`src/rtl/mbt_pkg.sv`:
```
package mbt_pkg;

    localparam int FRAC_BITS  = 28;
    localparam int INDEX_BITS = 18;
    localparam int ITER_BITS  = 16;

    localparam int COORD_W    = 32;
    localparam int STEP_W     = 31;
    localparam int PROD_W     = 2 * COORD_W;
    localparam int OFS_W      = INDEX_BITS + STEP_W;
    localparam int CFG_IDX_W  = 3;
    localparam int CFG_DATA_W = 32;

    localparam int IN_FIELDS_W  = 2 * INDEX_BITS;
    localparam int IN_TDATA_W   = ((IN_FIELDS_W + 7) / 8) * 8;
    localparam int OUT_FIELDS_W = 2 * INDEX_BITS + 1;
    localparam int OUT_TDATA_W  = ((OUT_FIELDS_W + 7) / 8) * 8;

    localparam logic [PROD_W-1:0] ESCAPE_BOUND = PROD_W'(4) << (2 * FRAC_BITS);

    localparam logic signed [COORD_W-1:0] X_ORIGIN_RST = -32'sd603979776;
    localparam logic [STEP_W-1:0]         X_STEP_RST   = 31'd1398;
    localparam logic signed [COORD_W-1:0] Y_TOP_RST    = 32'sd41943040;
    localparam logic [STEP_W-1:0]         Y_STEP_RST   = 31'd7767;
    localparam logic [ITER_BITS-1:0]      ITER_LIM_RST = 16'd1000;

    typedef enum logic [CFG_IDX_W-1:0] {
        REG_X_ORIGIN   = 3'd0,
        REG_X_STEP     = 3'd1,
        REG_Y_TOP      = 3'd2,
        REG_Y_STEP     = 3'd3,
        REG_ITER_LIMIT = 3'd4
    } t_cfg_reg;

    typedef enum logic [2:0] {
        ST_IDLE,
        ST_INIT_MUL,
        ST_INIT_ADD,
        ST_MUL,
        ST_UPD,
        ST_DONE
    } t_state;

    typedef struct packed {
        logic load_in;
        logic init_mul;
        logic init_add;
        logic mul;
        logic step;
        logic set_inside;
        logic set_outside;
        logic load_out;
    } t_cmd;

    typedef struct packed {
        logic limit_hit;
        logic escape;
    } t_status;

    function automatic logic signed [COORD_W-1:0] sat_coord(
        input logic signed [PROD_W-1:0] v
    );
        logic signed [PROD_W-1:0] hi;
        logic signed [PROD_W-1:0] lo;
        hi = $signed({{(PROD_W-COORD_W+1){1'b0}}, {(COORD_W-1){1'b1}}});
        lo = ~hi;
        if (v > hi) begin
            return $signed(hi[COORD_W-1:0]);
        end else if (v < lo) begin
            return $signed(lo[COORD_W-1:0]);
        end
        return $signed(v[COORD_W-1:0]);
    endfunction

endpackage

```
`src/rtl/mbt_ctrl.sv`:
```
module mbt_ctrl
    import mbt_pkg::*;
(
    input  logic    i_clk,
    input  logic    i_rst_n,
    input  logic    i_s_tvalid,
    output logic    o_s_tready,
    output logic    o_m_tvalid,
    input  logic    i_m_tready,
    input  t_status i_status,
    output t_cmd    o_cmd
);

    t_state r_state, n_state;
    logic   r_out_valid, n_out_valid;
    logic   out_free;

    assign out_free = !r_out_valid || i_m_tready;

    always_ff @(posedge i_clk) begin
        if (!i_rst_n) begin
            r_state     <= ST_IDLE;
            r_out_valid <= 1'b0;
        end else begin
            r_state     <= n_state;
            r_out_valid <= n_out_valid;
        end
    end

    always_comb begin
        n_state = r_state;
        unique case (r_state)
            ST_IDLE:     if (i_s_tvalid) n_state = ST_INIT_MUL;
            ST_INIT_MUL: n_state = ST_INIT_ADD;
            ST_INIT_ADD: n_state = ST_MUL;
            ST_MUL:      n_state = i_status.limit_hit ? ST_DONE : ST_UPD;
            ST_UPD:      n_state = i_status.escape ? ST_DONE : ST_MUL;
            ST_DONE:     if (out_free) n_state = ST_IDLE;
            default:     n_state = ST_IDLE;
        endcase
    end

    always_comb begin
        o_cmd = '0;
        unique case (r_state)
            ST_IDLE:     o_cmd.load_in = i_s_tvalid;
            ST_INIT_MUL: o_cmd.init_mul = 1'b1;
            ST_INIT_ADD: o_cmd.init_add = 1'b1;
            ST_MUL: begin
                o_cmd.set_inside = i_status.limit_hit;
                o_cmd.mul        = !i_status.limit_hit;
            end
            ST_UPD: begin
                o_cmd.set_outside = i_status.escape;
                o_cmd.step        = !i_status.escape;
            end
            ST_DONE:     o_cmd.load_out = out_free;
            default:     o_cmd = '0;
        endcase
    end

    always_comb begin
        if (o_cmd.load_out) begin
            n_out_valid = 1'b1;
        end else if (i_m_tready) begin
            n_out_valid = 1'b0;
        end else begin
            n_out_valid = r_out_valid;
        end
    end

    assign o_s_tready = (r_state == ST_IDLE);
    assign o_m_tvalid = r_out_valid;

endmodule

```
`config.mk`:
```
export PLATFORM = sky130hd
export DESIGN_NAME = mbt_ctrl
export DESIGN_NICKNAME = d
export VERILOG_FILES = /design/src/rtl/mbt_pkg.sv /design/src/rtl/mbt_ctrl.sv
export SDC_FILE = /design/constraint.sdc
export NUM_CORES = 1
export LEC_CHECK = 0
export BUFFER_PORTS_ARGS = -buffer_cell sky130_fd_sc_hd__buf_2
export CORE_AREA = 2 2 39 41
export DETAILED_ROUTE_END_ITERATION = 12
export DIE_AREA = 0 0 41 43
export PLACE_DENSITY = 0.41
export SLEW_MARGIN = 10
export SYNTH_ARGS = -nofsm -noshare
export SYNTH_HDL_FRONTEND = slang
export SYNTH_SLANG_ARGS = --single-unit
export TNS_END_PERCENT = 100
```
`constraint.sdc`:
```
create_clock -name i_clk -period 2.9 [get_ports i_clk]
set_clock_uncertainty 0.05 [all_clocks]
set_input_delay 0.435 -clock i_clk [delete_from_list [all_inputs] [get_ports i_clk]]
set_output_delay 0.435 -clock i_clk [all_outputs]
set_load 0.005 [all_outputs]
```
## Word level (Yosys, flattened, before mapping)

Index checks and enable logic that the tools add are counted.

- Register bits after elaboration: 4
- Latch bits: 0
- Bits in writable memories: 0
- Bits in read-only memories: 0
- Bits of input ports: 6
- Output and inout bits: 10
- Word-level logic and storage cells: 31
- Memories: 0

- $add $sub $neg: 0
- $mul: 0
- Div/mod/pow operators: 0
- Magnitude comparators: 0
- Equal/unequal tests: 7
- Shifts and indexed selects: 0
- Multiplexer cells: 15
- Bitwise operators: 0
- Reductions and logical operators: 7

Operator list:

| operator | count |
|---|---|
| 3-bit one-hot mux with 6 select lines | 1 |
| 1-bit two-way mux | 11 |
| 3-bit two-way mux | 3 |
| 3-bit by 2-bit equality test with 1-bit output (second input constant) | 2 |
| 3-bit equality test (second input constant) | 2 |
| 2-bit inequality test (second input constant) | 2 |
| 3-bit by 1-bit equality test with 1-bit output (second input constant) | 1 |
| 1-bit logical NOT | 3 |
| 3-bit logical NOT | 1 |
| 2-bit AND reduction | 1 |
| 2-bit nonzero test | 1 |
| 1-bit logical OR | 1 |

## Depth between registers and ports, before layout

- Word-level depth: 4
- Gate-level depth with buffers: 4
- Depth with buffers taken out: 3

## Least setup slack after synthesis

No wires, ideal clock.

- Path kind: register -> output
- Start: register r_state[2]
- End: output o_cmd[7] (netlist name)
- Data arrival time: 0.836 ns
- Data required time: 2.415 ns
- Slack: 1.579 ns
- Cell stages (with the launch flop): 4
- Buffers on the path: 1
- Cell sequence: dfxtp_1 buf_6 nor3_1 and2_1

RTL lines:

| what | line | text |
|---|---|---|
| start: declaration | mbt_ctrl.sv:14 | `t_state r_state, n_state;` |
| start signal: assignment | mbt_ctrl.sv:25 | `r_state <= n_state;` |
| end: declaration | mbt_ctrl.sv:11 | `output t_cmd o_cmd` |

==> impl_metrics.tcl <==
set metrics [dict create \
    status "completed" \
    dieHeight_um 43 \
    pre_cts_ws_ps 1440 \
    area.growth.synth_to_final_pct 32.7 \
    antenna_found_initial 0 \
    grt_overflow 0 \
    drtAntennaViolNets 0 \
    final_util 0.257 \
    root_buffer "clkbuf_4" \
    path_class "reg -> out" \
    grt_usage 0.0921 \
    start_util 0.193 \
    clk-insertion-delay-late_ps 230 \
    cp-start-kind "flop" \
    crit_arrival_ps 1230 \
    seq_area_frac_synth 0.299 \
    p_leak_nw 0.166 \
    grt_pass1_wl_um 1070 \
    vias 259 \
    avgRoutedWirePerCell_um 10.1 \
    fin_hold_ws_ps 428 \
    setup_slack_ps 1180 \
    maxCapViolations 0 \
    dpl-instance-area_um2 333 \
    grt.met3_usage 0.0314 \
    drive_gt1_frac 0.467 \
    cts.htree.levels 1 \
    synth_area_um2 268 \
    total_power_uw 164 \
    synth_area_per_cell_um2 8.93 \
    path_clk_slew_ps 40 \
    cts_tree "done" \
    die_area_um2 1760 \
    design.core.area_um2 1380 \
    grt_max_degree 11 \
    cts_hold_buf 0 \
    worst-slew-pin-transition_ps 339 \
    layout_min_cycle_time_ps 1720 \
    portBuffers 15 \
    synth_fp_nets 36 \
    path_max_fanout 10 \
    hp-class "in -> reg" \
    pin_count 16 \
    dp_cells 58 \
    finalHoldViolCount 0 \
    final_max_slew_viol_count 0 \
    first_global_vias 250 \
    rsz0062_at_grt "false" \
    clock-sinks 4 \
    routed_wirelength_um 618 \
    met2_usage 0.103 \
    numCtsBuffers 3 \
    cts-resized-gates 0 \
    synthCells 30 \
    synth_cell_types 16 \
    fin_nets 53 \
    synth-seq-cells 4 \
    fin_setup_tns_ps 0 \
    insertedDiodeCount 0 \
    finalSetupViolCount 0 \
    max-vdd-ir-drop_mv 0.136 \
    grt_most_used_layer "met1" \
    drcViolationCount 0 \
    routabilityCongestion 0.657 \
    crit_required_ps 2410 \
    rows 14 \
    post_cts_buffers 0 \
    yosys_warnings 0 \
    max_freq_mhz 582 \
    first_pass_iters 4 \
    end_kind "output port" \
    met1_usage 0.131 \
    hpwl_um 481 \
    fin_crit_sh 0.592 \
    p_per_area_nw_per_um2 460 \
    design_area_um2 355 \
    cts.path.max_buffers 2 \
    vias_per_cell 4.25 \
    stdcell_count 61 \
    slew_headroom 0.774 \
    die_w_um 41 \
    drt-initial-drc-count 4 \
]
[final timing paths]
check / startpoint / cells after the start / slack (ps) / end
worst max register to register: r_state[1]$_SDFFE_PN0P_ / 3 / 1700 / r_state[2]$_SDFFE_PN0P_
worst min-delay path: i_rst_n / 2 / 430 / r_state[1]$_SDFFE_PN0P_
worst min register to register: o_m_tvalid$_SDFFE_PN0P_ / 2 / 480 / o_m_tvalid$_SDFFE_PN0P_
worst max-delay path: r_state[1]$_SDFFE_PN0P_ / 4 / 1180 / o_cmd[2]
[power by group]
part	switching, mW	internal [mW]	total [mW]
Clock	0.0234	0.0463	0.0698
Combinational	0.0109	0.0161	0.0271
Sequential	0.00813	0.0586	0.0667
Total	0.0425	0.121	0.164
[metal layers]
| metal | wire length (um) | vias to the layer above |
|---|---|---|
| li1 | - | 136 |
| met1 | 283 | 111 |
| met2 | 276 | 10 |
| met3 | 39 | 2 |
| met4 | 19 | 0 |
| met5 | 0 | - |
[synth_stat cells (all sizes together)]
| master | count | area, um2 |
|---|---|---|
| dfxtp | 4 | 80.1 |
| nor3 | 4 | 20.0 |
| buf | 3 | 30.0 |
| nand2 | 3 | 11.3 |
| a21boi | 2 | 15.0 |
| and2 | 2 | 12.5 |
| nor2 | 2 | 7.51 |
| nor3b | 2 | 25.0 |
| o31a | 2 | 17.5 |
| a21oi | 1 | 5.00 |
| a22o | 1 | 8.76 |
| nand2b | 1 | 6.26 |
| nand3b | 1 | 7.51 |
| nor2b | 1 | 6.26 |
| nor4b | 1 | 15.0 |
[logic make-up after synthesis]
group                  count (synthesis)  synth area share
AND/OR/NAND/NOR                       17             0.416
buffers and inverters                  3             0.112
AO/OA/AOI/OAI                          6             0.173
flip-flops                             4             0.299
[cell usage in the layout, fill, tap and decap left out]
cell,n
a21boi_0,2
a21oi_1,1
a22o_1,1
and2_1,2
buf_2,15
clkbuf_4,3
dfxtp_1,4
nand2_1,3
nand2b_1,1
nand3b_1,1
nor2_1,2
nor2b_1,1
nor3_1,4
nor3b_2,2
nor4b_2,1
o31a_1,2
[worst max-delay path, stage by stage, from the launching register on]
cell	delay, ps
dfxtp_1	510
nand2_1	120
nor2_1	130
and2_1	130
buf_2	100
[area by class of cell]
type	count	area, um2
clock buffers	3	22.5
fillers	163	1030
multi-input cells	23	158
flip-flops and latches	4	80.1
well taps	16	20.0
repair buffers	15	75.1
[state kept, by name, indices dropped and copies added, names as in the netlist]
| signal | cells |
|---|---|
| o_m_tvalid | 1 |
| r_state | 3 |
No activity file was read; power rests on OpenSTA's default activity.
